**config.mk**
```make
export PLATFORM = sky130hd
export DESIGN_NAME = sine_amplitude_modulator_core
export DESIGN_NICKNAME = d
export VERILOG_FILES = /design/src/sv/sam_pkg.sv /design/src/sv/sam_serial_mul.sv /design/src/sv/sine_amplitude_modulator_core.sv
export SDC_FILE = /design/constraint.sdc
export NUM_CORES = 1
export LEC_CHECK = 0
export BUFFER_PORTS_ARGS = -buffer_cell sky130_fd_sc_hd__buf_2
export CAP_MARGIN = 20
export CORE_ASPECT_RATIO = 1.1
export CORE_MARGIN = 2
export CORE_UTILIZATION = 34
export CTS_CLUSTER_DIAMETER = 150
export DETAILED_ROUTE_END_ITERATION = 8
export MAX_ROUTING_LAYER = met4
export PLACE_DENSITY_LB_ADDON = 0.15
export SLEW_MARGIN = 15
export SYNTH_ARGS = -nofsm -noshare
export SYNTH_HDL_FRONTEND = slang
export SYNTH_SLANG_ARGS = --single-unit
```
**constraint.sdc**
```tcl
create_clock -name i_clk -period 22.4 [get_ports i_clk]
set_input_delay 0 -clock i_clk [delete_from_list [all_inputs] [get_ports i_clk]]
set_output_delay 0 -clock i_clk [all_outputs]
set_load 0.05 [all_outputs]
```
**src/sv/sam_pkg.sv**
```systemverilog
package sam_pkg;

    localparam int SAMPLE_W = 16;
    localparam int DEPTH_W  = 16;
    localparam int PHASE_W  = 32;
    localparam int MUL_A_W  = 17;
    localparam int MUL_B_W  = 16;
    localparam int MUL_P_W  = MUL_A_W + 1 + MUL_B_W;

    localparam logic [0:0] CFG_DEPTH = 1'b0;
    localparam logic [0:0] CFG_STEP  = 1'b1;

    localparam logic [15:0] DEPTH_RESET = 16'hFFFF;

    typedef struct packed {
        logic signed [SAMPLE_W-1:0] sample_in;
        logic                       block_end;
    } t_in_item;

    typedef struct packed {
        logic signed [SAMPLE_W-1:0] sample_out;
        logic                       block_end_out;
        logic                       effect_applied;
    } t_out_item;

    typedef struct packed {
        logic start;
        logic b_signed;
    } t_mul_cmd;

    localparam logic [14:0] QUARTER_SINE [65] = '{
            15'd0,   15'd804,  15'd1608,  15'd2410,  15'd3212,  15'd4011,  15'd4808,  15'd5602,
         15'd6393,  15'd7179,  15'd7962,  15'd8739,  15'd9512, 15'd10278, 15'd11039, 15'd11793,
        15'd12539, 15'd13279, 15'd14010, 15'd14732, 15'd15446, 15'd16151, 15'd16846, 15'd17530,
        15'd18204, 15'd18867, 15'd19519, 15'd20159, 15'd20787, 15'd21402, 15'd22005, 15'd22594,
        15'd23170, 15'd23731, 15'd24279, 15'd24811, 15'd25329, 15'd25832, 15'd26319, 15'd26790,
        15'd27245, 15'd27683, 15'd28105, 15'd28510, 15'd28898, 15'd29268, 15'd29621, 15'd29956,
        15'd30273, 15'd30571, 15'd30852, 15'd31113, 15'd31356, 15'd31580, 15'd31785, 15'd31971,
        15'd32137, 15'd32285, 15'd32412, 15'd32521, 15'd32609, 15'd32678, 15'd32728, 15'd32757,
        15'd32767
    };

    // Full-wave entry from the quarter table; index 256 folds onto 0.
    function automatic logic signed [15:0] sine_entry(input logic [8:0] idx);
        logic [6:0]  k;
        logic [7:0]  mirror;
        logic [6:0]  q;
        logic [15:0] mag;
        k      = idx[6:0];
        mirror = 8'd128 - {1'b0, k};
        q      = (k <= 7'd64) ? k : mirror[6:0];
        mag    = {1'b0, QUARTER_SINE[q]};
        sine_entry = idx[7] ? -$signed(mag) : $signed(mag);
    endfunction

endpackage

```
**src/sv/sam_serial_mul.sv**
```systemverilog
module sam_serial_mul (
    input  logic                               i_clk,
    input  logic                               i_rst_n,
    input  sam_pkg::t_mul_cmd                  i_cmd,
    input  logic signed [sam_pkg::MUL_A_W-1:0] i_a,
    input  logic        [sam_pkg::MUL_B_W-1:0] i_b,
    output logic                               o_done,
    output logic signed [sam_pkg::MUL_P_W-1:0] o_product
);

    localparam int ACC_W = sam_pkg::MUL_A_W + 1;
    localparam int CNT_W = $clog2(sam_pkg::MUL_B_W);
    localparam logic [CNT_W-1:0] LAST = CNT_W'(sam_pkg::MUL_B_W - 1);

    logic signed [sam_pkg::MUL_A_W-1:0] r_a;
    logic signed [ACC_W-1:0]            r_acc, n_acc;
    logic        [sam_pkg::MUL_B_W-1:0] r_b, n_b;
    logic        [CNT_W-1:0]            r_cnt;
    logic                               r_signed;
    logic                               r_busy;
    logic                               r_done;

    logic signed [ACC_W-1:0] addend;
    logic signed [ACC_W-1:0] sum;

    // Shift-right accumulate: one multiplier bit per cycle, the top bit of a
    // signed multiplier carries negative weight.
    always_comb begin
        if (!r_b[0]) begin
            addend = '0;
        end else if (r_signed && (r_cnt == LAST)) begin
            addend = -ACC_W'(r_a);
        end else begin
            addend = ACC_W'(r_a);
        end
        sum   = r_acc + addend;
        n_acc = {sum[ACC_W-1], sum[ACC_W-1:1]};
        n_b   = {sum[0], r_b[sam_pkg::MUL_B_W-1:1]};
    end

    always_ff @(posedge i_clk) begin
        if (!i_rst_n) begin
            r_busy <= 1'b0;
            r_done <= 1'b0;
            r_cnt  <= '0;
        end else begin
            r_done <= 1'b0;
            if (i_cmd.start) begin
                r_busy <= 1'b1;
                r_cnt  <= '0;
            end else if (r_busy) begin
                r_cnt <= r_cnt + 1'b1;
                if (r_cnt == LAST) begin
                    r_busy <= 1'b0;
                    r_done <= 1'b1;
                end
            end
        end
    end

    always_ff @(posedge i_clk) begin
        if (i_cmd.start) begin
            r_a      <= i_a;
            r_b      <= i_b;
            r_acc    <= '0;
            r_signed <= i_cmd.b_signed;
        end else if (r_busy) begin
            r_acc <= n_acc;
            r_b   <= n_b;
        end
    end

    assign o_done    = r_done;
    assign o_product = {r_acc, r_b};

endmodule

```
**src/sv/sine_amplitude_modulator_core.sv**
```systemverilog
// Tremolo: sample times an interpolated DDS sine, scaled by depth.
// Sequence: a table lookup state, three bit-serial multiplies (load plus 16 shift-add
// steps each) through one shared unit, then the output register.
// A new item is accepted only after the previous result has been loaded into the
// output register; with zero depth, the lookup and multiplies are skipped and the
// sample passes through unchanged.
// Reset (synchronous, active low): phase 0, depth 65535, step 0, no result held.
module sine_amplitude_modulator_core (
    input  logic                  i_clk,
    input  logic                  i_rst_n,
    input  logic                  i_in_valid,
    output logic                  o_in_stall,
    input  sam_pkg::t_in_item     i_in_data,
    output logic                  o_out_valid,
    input  logic                  i_out_stall,
    output sam_pkg::t_out_item    o_out_data,
    input  logic                  i_cfg_we,
    input  logic [0:0]            i_cfg_index,
    input  logic [31:0]           i_cfg_data
);

    localparam logic [1:0] S_IDLE = 2'd0;
    localparam logic [1:0] S_LOOK = 2'd1;
    localparam logic [1:0] S_MUL  = 2'd2;
    localparam logic [1:0] S_DONE = 2'd3;

    localparam logic [1:0] P_INTERP = 2'd0;
    localparam logic [1:0] P_DEPTH  = 2'd1;
    localparam logic [1:0] P_SAMPLE = 2'd2;

    logic [1:0]                          r_state;
    logic [1:0]                          r_pass;
    logic [sam_pkg::PHASE_W-1:0]         r_phase;
    logic [sam_pkg::PHASE_W-1:0]         r_step;
    logic [sam_pkg::DEPTH_W-1:0]         r_depth;
    logic signed [sam_pkg::SAMPLE_W-1:0] r_sample;
    logic                                r_mark;
    logic                                r_bypass;
    logic signed [15:0]                  r_lo;
    logic signed [sam_pkg::SAMPLE_W-1:0] r_y;
    logic                                r_out_valid;
    sam_pkg::t_out_item                  r_out;

    sam_pkg::t_mul_cmd                  mul_cmd;
    logic signed [sam_pkg::MUL_A_W-1:0] mul_a;
    logic        [sam_pkg::MUL_B_W-1:0] mul_b;
    logic                               mul_done;
    logic signed [sam_pkg::MUL_P_W-1:0] mul_p;

    logic        in_take;
    logic        out_free;
    logic [8:0]  idx_lo, idx_hi;
    logic signed [15:0] lo, hi;
    logic signed [16:0] w_full;

    assign in_take  = i_in_valid && (r_state == S_IDLE);
    assign out_free = !r_out_valid || !i_out_stall;

    assign idx_lo = {1'b0, r_phase[31:24]};
    assign idx_hi = idx_lo + 9'd1;
    assign lo     = sam_pkg::sine_entry(idx_lo);
    assign hi     = sam_pkg::sine_entry(idx_hi);
    assign w_full = 17'(r_lo) + mul_p[32:16];

    always_comb begin
        mul_cmd = '0;
        mul_a   = '0;
        mul_b   = '0;
        if (r_state == S_LOOK) begin
            mul_cmd.start = 1'b1;
            mul_a         = 17'(hi) - 17'(lo);
            mul_b         = r_phase[23:8];
        end else if (r_state == S_MUL && mul_done) begin
            unique case (r_pass)
                P_INTERP: begin
                    mul_cmd.start = 1'b1;
                    mul_a         = 17'(signed'(w_full[15:0]));
                    mul_b         = r_depth;
                end
                P_DEPTH: begin
                    mul_cmd.start    = 1'b1;
                    mul_cmd.b_signed = 1'b1;
                    mul_a            = 17'(signed'(mul_p[31:16]));
                    mul_b            = r_sample;
                end
                default: begin
                    mul_cmd = '0;
                end
            endcase
        end
    end

    sam_serial_mul u_mul (
        .i_clk     (i_clk),
        .i_rst_n   (i_rst_n),
        .i_cmd     (mul_cmd),
        .i_a       (mul_a),
        .i_b       (mul_b),
        .o_done    (mul_done),
        .o_product (mul_p)
    );

    always_ff @(posedge i_clk) begin
        if (!i_rst_n) begin
            r_state     <= S_IDLE;
            r_pass      <= P_INTERP;
            r_phase     <= '0;
            r_step      <= '0;
            r_depth     <= sam_pkg::DEPTH_RESET;
            r_out_valid <= 1'b0;
        end else begin
            if (i_cfg_we) begin
                unique case (i_cfg_index)
                    sam_pkg::CFG_DEPTH: r_depth <= i_cfg_data[15:0];
                    sam_pkg::CFG_STEP:  r_step  <= i_cfg_data;
                    default:            r_step  <= r_step;
                endcase
            end

            // In S_DONE the output register is either reloaded or still stalled.
            if (r_out_valid && !i_out_stall && (r_state != S_DONE)) begin
                r_out_valid <= 1'b0;
            end

            unique case (r_state)
                S_IDLE: begin
                    if (in_take) begin
                        r_state <= (r_depth == '0) ? S_DONE : S_LOOK;
                    end
                end
                S_LOOK: begin
                    r_pass  <= P_INTERP;
                    r_state <= S_MUL;
                end
                S_MUL: begin
                    if (mul_done) begin
                        unique case (r_pass)
                            P_INTERP: r_pass <= P_DEPTH;
                            P_DEPTH:  r_pass <= P_SAMPLE;
                            default:  r_state <= S_DONE;
                        endcase
                    end
                end
                S_DONE: begin
                    if (out_free) begin
                        r_out_valid <= 1'b1;
                        if (!r_bypass) begin
                            r_phase <= r_phase + r_step;
                        end
                        r_state <= S_IDLE;
                    end
                end
                default: r_state <= S_IDLE;
            endcase
        end
    end

    // Datapath registers, no reset needed.
    always_ff @(posedge i_clk) begin
        if (in_take) begin
            r_sample <= i_in_data.sample_in;
            r_mark   <= i_in_data.block_end;
            r_bypass <= (r_depth == '0);
            r_y      <= i_in_data.sample_in;
        end
        if (r_state == S_LOOK) begin
            r_lo <= lo;
        end
        if (r_state == S_MUL && mul_done && r_pass == P_SAMPLE) begin
            r_y <= mul_p[30:15];
        end
        if (r_state == S_DONE && out_free) begin
            r_out.sample_out     <= r_y;
            r_out.block_end_out  <= r_mark;
            r_out.effect_applied <= !r_bypass;
        end
    end

    assign o_in_stall  = (r_state != S_IDLE);
    assign o_out_valid = r_out_valid;
    assign o_out_data  = r_out;

endmodule
```
# ---- Word-level counts from Yosys, hierarchy flattened
# Memory sizes are Yosys's and may differ from the RTL's.
# Cells that the tools add are included.
dict set report totals {
  register_bits 210
  rom_bits 3840
  out_inout_bits 20
  wordCells 124
  mem_count 2
}
dict set report op_classes {
  add_sub_neg 11
  magnitude_cmp 4
  n_eq_ne 12
  n_mux 40
  bitwise_logic 7
  reduce_logical 27
}
# name depth width rd rd_clocked_by_memory_dff wr line
set memory_table {}
lappend memory_table {{(name not given)} 128 15 1 0 0 sam_pkg.sv:52} ;# mag = {1'b0, QUARTER_SINE[q]};
lappend memory_table {{(name not given)} 128 15 1 0 0 sam_pkg.sv:52}
# operator n
set ops {}
lappend ops {{2-to-1 mux 16 bit} 8}
lappend ops {{2-to-1 mux 15 bit} 4}
lappend ops {{2-to-1 mux 18 bit} 2}
lappend ops {{2-to-1 mux 17 bit} 2}
lappend ops {{case mux 17 bit (2 select lines)} 1}
lappend ops {{adder 32 bit} 1}
lappend ops {{negator 15 -> 16 bit} 2}
lappend ops {{case mux 16 bit (2 select lines)} 1}
lappend ops {{adder 17 x 18 -> 18 bit} 1}
lappend ops {{negator 17 -> 18 bit} 1}
lappend ops {{subtractor 16 x 16 -> 17 bit} 1}
lappend ops {{adder 16 bit} 1}
lappend ops {{>= comparator 8 bit (second input constant)} 2}
lappend ops {{logical NOT 16 bit} 1}
lappend ops {{inverter 7 -> 8 bit} 2}
lappend ops {{less-or-equal comparator 7 bit (second input constant)} 2}
lappend ops {{2-to-1 mux 2 bit} 7}
lappend ops {{2-to-1 mux 7 bit} 2}
lappend ops {{subtractor 1 x 7 -> 7 bit (first input constant)} 2}
lappend ops {{2-to-1 mux 1 bit} 10}
lappend ops {{adder 8 x 1 -> 8 bit (second input constant)} 1}
lappend ops {{inequality test 2 bit (second input constant)} 4}
lappend ops {{case mux 2 bit (2 select lines)} 2}
lappend ops {{case mux 2 bit (4 select lines)} 1}
lappend ops {{17 further kinds} 40}

# ---- Depth between registers and ports, before layout
# Gate-level depths: netlist (run 1).
dict set report logic_depth {
  ltp_word 11
  mapped_depth 34
  depth_no_buf 29
}

# ---- Cells and area by module
# A second synthesis (run 1) with hierarchy kept.
dict set report hier_totals {
  hier_cells 1998
  hier_area_um2 16686.0
}
# mod instances cells_each area_each_um2 seq_area_each_um2
set by_module_without_submodules {}
lappend by_module_without_submodules {sine_amplitude_modulator_core 1 1662 13240.2 3743.6}
lappend by_module_without_submodules {sam_serial_mul 1 336 3445.8 1481.4}

# ---- Worst setup path after synthesis (run 1)
# Ideal clock, no wire load.
dict set report synth_path {
  path_type {register to register}
  startpoint {reg r_phase[24] in the netlist's numbering}
  endpoint {reg u_mul.r_a[14] in the netlist's numbering (data pin)}
  setup_time_ns 0.264
  arrival_ns 7.282
  required_ns 22.136
  path_slack_ns 14.853
  stages_incl_launch_ff 33
  path_buffers 9
  path_cell_list {dfxtp_1 > buf_2 > buf_1 > clkbuf_1 > clkbuf_1 > inv_1 > ha_1 > clkbuf_1 > clkbuf_1 > nand3_1 > o221ai_2 > buf_2 > ha_1 > clkbuf_1 > clkbuf_1 > o221ai_1 > nor3_1 > or3_1 > ha_1 > nand2_1 > o21ai_0 > fa_1 > a21o_1 > a21oi_1 > o21ai_0 > a21oi_1 > o21bai_1 > a21oi_1 > o21ai_0 > o41ai_1 > o21ai_0 > xnor2_1 > o21ai_0}
}
dict set report synth_between {
  elab_chain_len 11
  word_cells_on_any_way 21
  cone_classes {add/sub (6); order compare (2); mux (9); bitwise (2); memory (2)}
}
# item line
set synth_rtl {}
lappend synth_rtl {{from (decl)} sine_amplitude_modulator_core.sv:33} ;# logic [sam_pkg::PHASE_W-1:0] r_phase;
lappend synth_rtl {{from (signal assigned)} sine_amplitude_modulator_core.sv:148} ;# r_phase <= r_phase + r_step;
lappend synth_rtl {{adder 8 x 1 -> 8 bit} sine_amplitude_modulator_core.sv:60} ;# assign idx_hi = idx_lo + 9'd1;
lappend synth_rtl {{subtractor 1 x 7 -> 7 bit / less-or-equal comparator 7 bit (equally long branches)} {sam_pkg.sv:50, sam_pkg.sv:51}}
lappend synth_rtl {{2-to-1 mux 7 bit} sam_pkg.sv:51} ;# q = (k <= 7'd64) ? k : mirror[6:0];
lappend synth_rtl {{inverter 7 -> 8 bit (implied by the code)} sam_pkg.sv:52}
lappend synth_rtl {{memory read (128 x 15 bit)} n/a}
lappend synth_rtl {{2-to-1 mux 15 bit (implied by the code) (2 in series)} sam_pkg.sv:52}
lappend synth_rtl {{negator 15 -> 16 bit} sam_pkg.sv:53} ;# sine_entry = idx[7] ? -$signed(mag) : $signed(mag);
lappend synth_rtl {{2-to-1 mux 16 bit} sam_pkg.sv:53}
lappend synth_rtl {{subtractor 16 x 16 -> 17 bit *} sine_amplitude_modulator_core.sv:71} ;# mul_a = 17'(hi) - 17'(lo);
lappend synth_rtl {{2-to-1 mux 17 bit *} sine_amplitude_modulator_core.sv:69} ;# if (r_state == S_LOOK) begin
lappend synth_rtl {{via mul_a (one bit)} sine_amplitude_modulator_core.sv:45} ;# logic signed [sam_pkg::MUL_A_W-1:0] mul_a;
lappend synth_rtl {{to (signal assigned)} sam_serial_mul.sv:63} ;# r_a <= i_a;
lappend synth_rtl {{to (decl)} sam_serial_mul.sv:15} ;# logic signed [sam_pkg::MUL_A_W-1:0] r_a;
# The timed path passes the listed nets; every way through them passes the cells marked *. The select of a mux whose other input is x is not followed.
# A chain may end at the register's enable or synchronous reset.

# ---- Final worst setup path (run 1)
dict set report layout_path {
  startpoint {reg r_phase[25] in the netlist's numbering}
  endpoint {reg u_mul.r_a[14] in the netlist's numbering (data pin)}
}
# Same word-level chain as after synthesis.

==> metrics.cfg, run 1 <==
[clock_tree]
cts_root_buffer=clkbuf_16
cts.sinks=210
clock_latency_ns=0.55
cts_max_level=1
numCtsBuffers=24
clockBufferDepth=3
cts.clk_slew.worst_paths_ns=0.06
post_cts_buffers=0
cts_tree=done

[synth]
synth.distinct_cells=101
synth.avg_cell_area_um2=8.23
synthCells=2044
ys_seq_elements=210
netlist.area_leader.share_pct=18.2
yosys_warnings=0
synth-seq-area-share_pct=31.1
synth_ff_type=dfxtp_1
yosysTopAreaCell=edfxtp_1
syn_nets=2215
synth-edff-count=102
async_flop_share_pct=0
synth_area_leaders=edfxtp_1 (18%), dfxtp_1 (13%), ha_1 (8.3%)
netlist_area_um2=16800

[pwr]
p_total_uw=1590
peakVddDrop_uv=58.7
leakage_uw=0.00750
power_density_nw_per_um2=82.5

[global_route]
grt_pass1_vias=14800
grt_usage_pct=20.5
grt_use_met1_pct=25.9
busiest_layer=met2
grt_use_met2_pct=35.5
grt_pass1_wl_um=82900
use_met3_pct=1.69
antenna_found_initial=0
grt_max_degree=65
grt_overflow_total=0

[sta]
max_freq_mhz=122
layout_min_cycle_time_ns=8.18
tightest_slew_ns=1.01
hold_viol=0
timing.final.crit_share_pct=36.5
layout_setup_ws_ns=14.22
setup_viol=0
finalClockSkew_ns=0.0241
slew-limit-headroom_pct=32.1
grt_setup_unrepaired=false
drv_slew=0
final.setup.tns_ns=0

[job]
cap_violations=0

[detailed_routing]
route.detailed.drc=0
vias=15600
ant_nets=0
drtIter0Drc=1145
routed_via_density=5.59
first_pass_iters=5
wirelength_um=52800
wire_per_inst_um=18.9

[min_path]
hold_end=r_sample[4]
min_delay_path_depth=3
min_path_type=in -> reg
min-delay-start=i_in_valid

[layout]
seq_area_um2=5230
drive_gt1_share_pct=10.2
fillers=4974
post-route-util_pct=39.3
syn_to_final_growth_pct=14.4
diodes=0
multi_input_area_um2=10800
fin_nets=2290

[worst_setup_path]
startpoint=r_phase[25]
end_kind=flip-flop
crit_type=reg -> reg
r2r_slack_ns=14.22
crit_fanout=19
start_kind=flip-flop
r2r_end=u_mul.r_a[14]
ff2ff_path_depth=27
cp.arrival_ns=8.45
worstPathRequired_ns=22.66
reg2reg_from=r_phase[25]

[placement]
io_buffers=74
dp_slack_ns=14.34
gp_congestion=0.913
dp_hpwl_um=38600

[die]
io_pins=75
rows=85
die_h_um=237
core_um2=48900
start_util_pct=34.4
fp.dieW_um=216
die_area_um2=51300

[outcome]
run_status=finished, final reports clean

cell usage after synthesis (9+ instances only):
master    count
a21boi_0      9
nor2b_1      11
nor4_1       19
dfxtp_1     108
a211oi_1     25
nand2b_1     22
nor2_1      155
buf_1         9
a221oi_1     10
nand2_1     266
nand3b_1      9
o31ai_1      17
o21ai_1      12
mux2i_1      43
nor3_1       43
and3_1       18
a31oi_1      28
o211ai_1     22
a22oi_1      26
and2_1       27
o221ai_1     11
nand3_1      64
a311oi_1     10
o21a_1       14
a21o_1       32
a21oi_1     162
inv_1        56
edfxtp_1    102
o21ai_0     142
or3_1        20
o22ai_1      17
nand4_1      15
ha_1        112
mux2_2       15
buf_2        28
xnor2_1      77
xor2_1       50
clkbuf_1     82
area by class of cell:
class                      instances  area share, %
multi-input combinational       1643           56.2
sequential                       210           27.2
timing repair buffer             175           6.72
tap                              652           4.24
clock buffer                      26           3.16
clock inverter                    18           1.27
inverter                          65           1.27
sequential cells by signal, indices dropped and copies added (netlist names), 2 cells and up:
name and flops:
r_y 16, r_sample 16, o_out_data 18, r_depth 16, r_state 2, u_mul.r_b 16, r_lo 16, r_step 32
r_pass 2, u_mul.r_a 17, r_phase 32, u_mul.r_cnt 4, u_mul.r_acc 17
critical path: stages, from the launching register on:
cell	delay, ns
dfxtp_1	0.77
ha_1	0.73
and3_1	0.42
xnor2_1	0.10
buf_4	0.20
nor4_1	0.51
o221ai_2	0.16
buf_4	0.24
ha_1	0.78
o21ai_0	0.19
nor2_1	0.12
a21oi_1	0.06
a221o_1	0.44
ha_1	0.32
nand2_1	0.05
o21ai_0	0.16
fa_1	0.49
a21o_1	0.18
a21oi_1	0.22
o21ai_0	0.12
a21oi_1	0.23
o21bai_1	0.10
a21oi_1	0.23
o21ai_0	0.17
o41ai_1	0.42
o21ai_0	0.23
xnor2_1	0.16
o21ai_0	0.08
repair_timing:
action / CTS / global route
endpoints found under the hold margin: 82 / 0
resized for setup: 0 / 0
hold buffers: 66 / 0
kinds of logic (layout without fill, tap and decap cells):
| family | after synthesis | count (layout) | synth area share (%) |
|---|---|---|---|
| AO/OA/AOI/OAI | 630 | 630 | 24.7 |
| buffers and inverters | 191 | 284 | 4.67 |
| multiplexers | 62 | 62 | 3.98 |
| adder cells (fa/ha/maj) | 116 | 116 | 8.81 |
| flip-flops | 210 | 210 | 31.1 |
| AND/OR/NAND/NOR | 704 | 704 | 19.7 |
| XOR/XNOR | 131 | 131 | 7.07 |
where the power goes:
part	switching [uW]	total, uW	internal (uW)
combinational	365	597	231
sequential	58.6	568	510
clock	167	423	256
total	591	1590	997
how the worst max path moves through the flow:
stage	to	slack (ns)	cells past startpoint
2_1_floorplan	u_mul.r_a[14]	14.85	32
3_3_place_gp	u_mul.r_a[14]	14.44	27
3_5_place_dp	u_mul.r_a[14]	14.34	27
4_1_cts	u_mul.r_a[14]	14.27	27
5_1_grt	u_mul.r_a[14]	13.50	27
6_report	u_mul.r_a[14]	14.22	27
routing by layer:
metal	vias to the layer above	routed length (um)
met4	0	1170
met5	-	0
met3	75	2240
li1	7663	-
met1	7418	23400
met2	428	26000
placed cells by master, fill, tap and decap left out, drive strengths merged, types with 20 or more instances in the layout:
| cell type | instances |
|---|---|
| nand2 | 267 |
| a21oi | 165 |
| nor2 | 157 |
| o21ai | 155 |
| ha | 112 |
| buf | 109 |
| dfxtp | 108 |
| edfxtp | 102 |
| xnor2 | 80 |
| dlygate4sd3 | 66 |
| nand3 | 65 |
| inv | 64 |
| xor2 | 51 |
| nor3 | 44 |
| mux2i | 44 |
| a21o | 32 |
| a31oi | 28 |
| and2 | 28 |
| a22oi | 27 |
| clkbuf | 26 |
| a211oi | 25 |
| nand2b | 23 |
| o211ai | 22 |
| or3 | 20 |
| nor4 | 20 |
through the flow:
stage	std cells	area, um^2	hold slack, ns
2_1_floorplan	2044	16800	0.0989
3_3_place_gp	2678	17700	0.185
3_5_place_dp	2679	17700	0.185
4_1_cts	2789	19200	0.00794
5_1_grt	2789	19200	0.0425
6_report	2789	19200	0.0636
Power figures use the tool's default switching activity.
==> run 2, diff against run 1 <==
==> constraint.sdc (replaced) <==
create_clock -name i_clk -period 6.7 [get_ports i_clk]
set_input_delay 0 -clock i_clk [delete_from_list [all_inputs] [get_ports i_clk]]
set_output_delay 0 -clock i_clk [all_outputs]
set_load 0.05 [all_outputs]
==> metrics.cfg, run 2 (synthesis results as in run 1) <==
[outcome]
run_status=finished, final reports clean  ; unchanged

[clock_tree]
cts_tree=done  ; unchanged
cts_root_buffer=clkbuf_16  ; unchanged
cts_max_level=1  ; unchanged
numCtsBuffers=22  ; was 24
cts.clk_slew.worst_paths_ns=0.06  ; about the same
clockBufferDepth=3  ; unchanged
clock_latency_ns=0.54  ; was 0.55 ns
cts.sinks=210  ; unchanged

[worst_setup_path]
cp.arrival_ns=6.47  ; was 8.45 ns
crit_fanout=10  ; was 19
start_kind=flip-flop  ; unchanged
end_kind=flip-flop  ; unchanged
reg2reg_from=r_phase[24]  ; was r_phase[25]
r2r_end=u_mul.r_a[14]  ; unchanged
crit_type=reg -> reg  ; unchanged
cpMostUsedCell=ha_1  ; was o21ai_0
ff2ff_path_depth=28  ; was 27
worstPathRequired_ns=6.95  ; was 22.66 ns
r2r_slack_ns=0.48  ; was 14.22 ns
slowest_delay_ns=0.42  ; was 0.78 ns
crit_slowest_cell=dfxtp_4  ; was ha_1

[detailed_routing]
wirelength_um=55200  ; was 52800 um
routed_via_density=5.59  ; about the same
drt-met1-wl_um=23300  ; was 23400 um
vias=15900  ; was 15600
first_pass_iters=5  ; unchanged
route.detailed.drc=0  ; unchanged
drtIter0Drc=1089  ; was 1145
top_layer_used=met4  ; unchanged
wire_per_inst_um=19.4  ; was 18.9 um
route.met2.wl_um=27600  ; was 26000 um
wl_met3_um=2420  ; was 2240 um
ant_nets=0  ; unchanged

[die]
core_um2=48900  ; unchanged
io_pins=75  ; unchanged
rows=85  ; unchanged
die_area_um2=51300  ; unchanged
fp.dieW_um=216  ; unchanged
start_util_pct=34.4  ; unchanged
die_h_um=237  ; unchanged

[sta]
hold_ws_ns=0.0575  ; was 0.0636 ns
final.setup.tns_ns=0  ; unchanged
timing.final.crit_share_pct=92.9  ; was 36.5%
finalClockSkew_ns=0.0276  ; was 0.0241 ns
layout_min_cycle_time_ns=6.22  ; was 8.18 ns
tightest_slew_ns=0.972  ; was 1.01 ns
hold_viol=0  ; unchanged
slew-limit-headroom_pct=34.9  ; was 32.1%
drv_slew=0  ; unchanged
setup_viol=0  ; unchanged
max_freq_mhz=161  ; was 122 MHz
grt_setup_unrepaired=false  ; unchanged

[global_route]
grt_pass1_wl_um=87300  ; was 82900 um
grt_max_degree=65  ; unchanged
grt_pass1_vias=15600  ; was 14800
grt_usage_pct=21.8  ; was 20.5%
grt_overflow_total=0  ; unchanged
antenna_found_initial=1  ; was 0

[layout]
fin_nets=2352  ; was 2290
seq_area_um2=5230  ; about the same
fillers=4939  ; was 4974
layout_commonest_cell=nand2_1  ; unchanged
syn_to_final_growth_pct=17.5  ; was 14.4%
post-route-util_pct=40.4  ; was 39.3%
multi_input_area_um2=10900  ; was 10800 um^2
final_cell_mix=nand2_1 (266), a21oi_1 (161), nor2_1 (154)  ; was nand2_1 (265), a21oi_1 (162), nor2_1 (155)
drive_gt1_share_pct=13.9  ; was 10.2%
layout.cells.non_filler=2850  ; was 2789

[placement]
dp_hpwl_um=42000  ; was 38600 um
gp_congestion=0.943  ; was 0.913
placedCellCount=2749  ; was 2679
io_buffers=74  ; unchanged

[pwr]
power_density_nw_per_um2=263  ; was 82.5 nW/um^2
p_total_uw=5200  ; was 1590 uW
leakage_uw=0.00780  ; was 0.00750 uW
peakVddDrop_uv=157  ; was 58.7 uV

[min_path]
min_delay_path_depth=4  ; was 3
hold_end=r_depth[1]  ; was r_sample[4]
min_path_type=in -> reg  ; unchanged
min-delay-start=i_cfg_we  ; was i_in_valid

[job]
cap_violations=0  ; unchanged

run 2: metal layers:
metal / vias up / global-route usage (%)
met5: - / -
met1: 7536 / 25.9
met4: 0 / 7.35
met2: 485 / 38.6
li1: 7792 / -
met3: 110 / 1.79
run 2: power breakdown:
part	internal (uW)	switching (uW)
clock	735	536
sequential	1700	194
combinational	800	1230
run 2: worst max-delay path by stage:
stage                      from  slack, ns       endpoint  depth (start not counted)
global placement    r_phase[25]       0.22  u_mul.r_a[14]                         25
detailed placement  r_phase[25]       0.22  u_mul.r_a[14]                         24
CTS                 r_phase[25]       0.13  u_mul.r_a[14]                         24
floorplan           r_phase[24]       0.03  u_mul.r_a[14]                         33
global route        r_phase[24]       0.01  u_mul.r_a[14]                         28
finish              r_phase[24]       0.48  u_mul.r_a[14]                         28
run 2: final cells by class:
type,instances,area share (%)
well taps,652,4.13
diodes,1,0.0127
multi-input cells,1643,55.3
inverters,65,1.23
flip-flops and latches,210,26.5
repair buffers,239,9.00
clock inverters,11,0.697
clock buffers,29,3.13
run 2: worst max-delay path: cells and delay by family, from the launching register on:
| family | cells | cell delay (ns) |
|---|---|---|
| flip-flops | 1 | 0.42 |
| multiplexers | 2 | 0.27 |
| XOR/XNOR | 2 | 0.46 |
| AO/OA/AOI/OAI | 15 | 3.14 |
| buffers and inverters | 2 | 0.14 |
| AND/OR/NAND/NOR | 3 | 0.37 |
| adder cells (fa/ha/maj) | 4 | 1.09 |
run 2: what timing repair did:
action | CTS | global route
hold endpoints to repair | 88 | 8
setup buffers | 0 | 0
hold buffers | 59 | 1
gates resized for setup | 0 | 28
endpoints found under the setup margin | 0 | 5
run 2: through the flow:
stage                     cell area (um^2)  setup WS [ns]
after floorplan                      16800         0.0332
after global placement               18300          0.218
after detailed placement             18300          0.220
after CTS                            19600          0.129
after global routing                 19800         0.0111
final                                19800          0.475
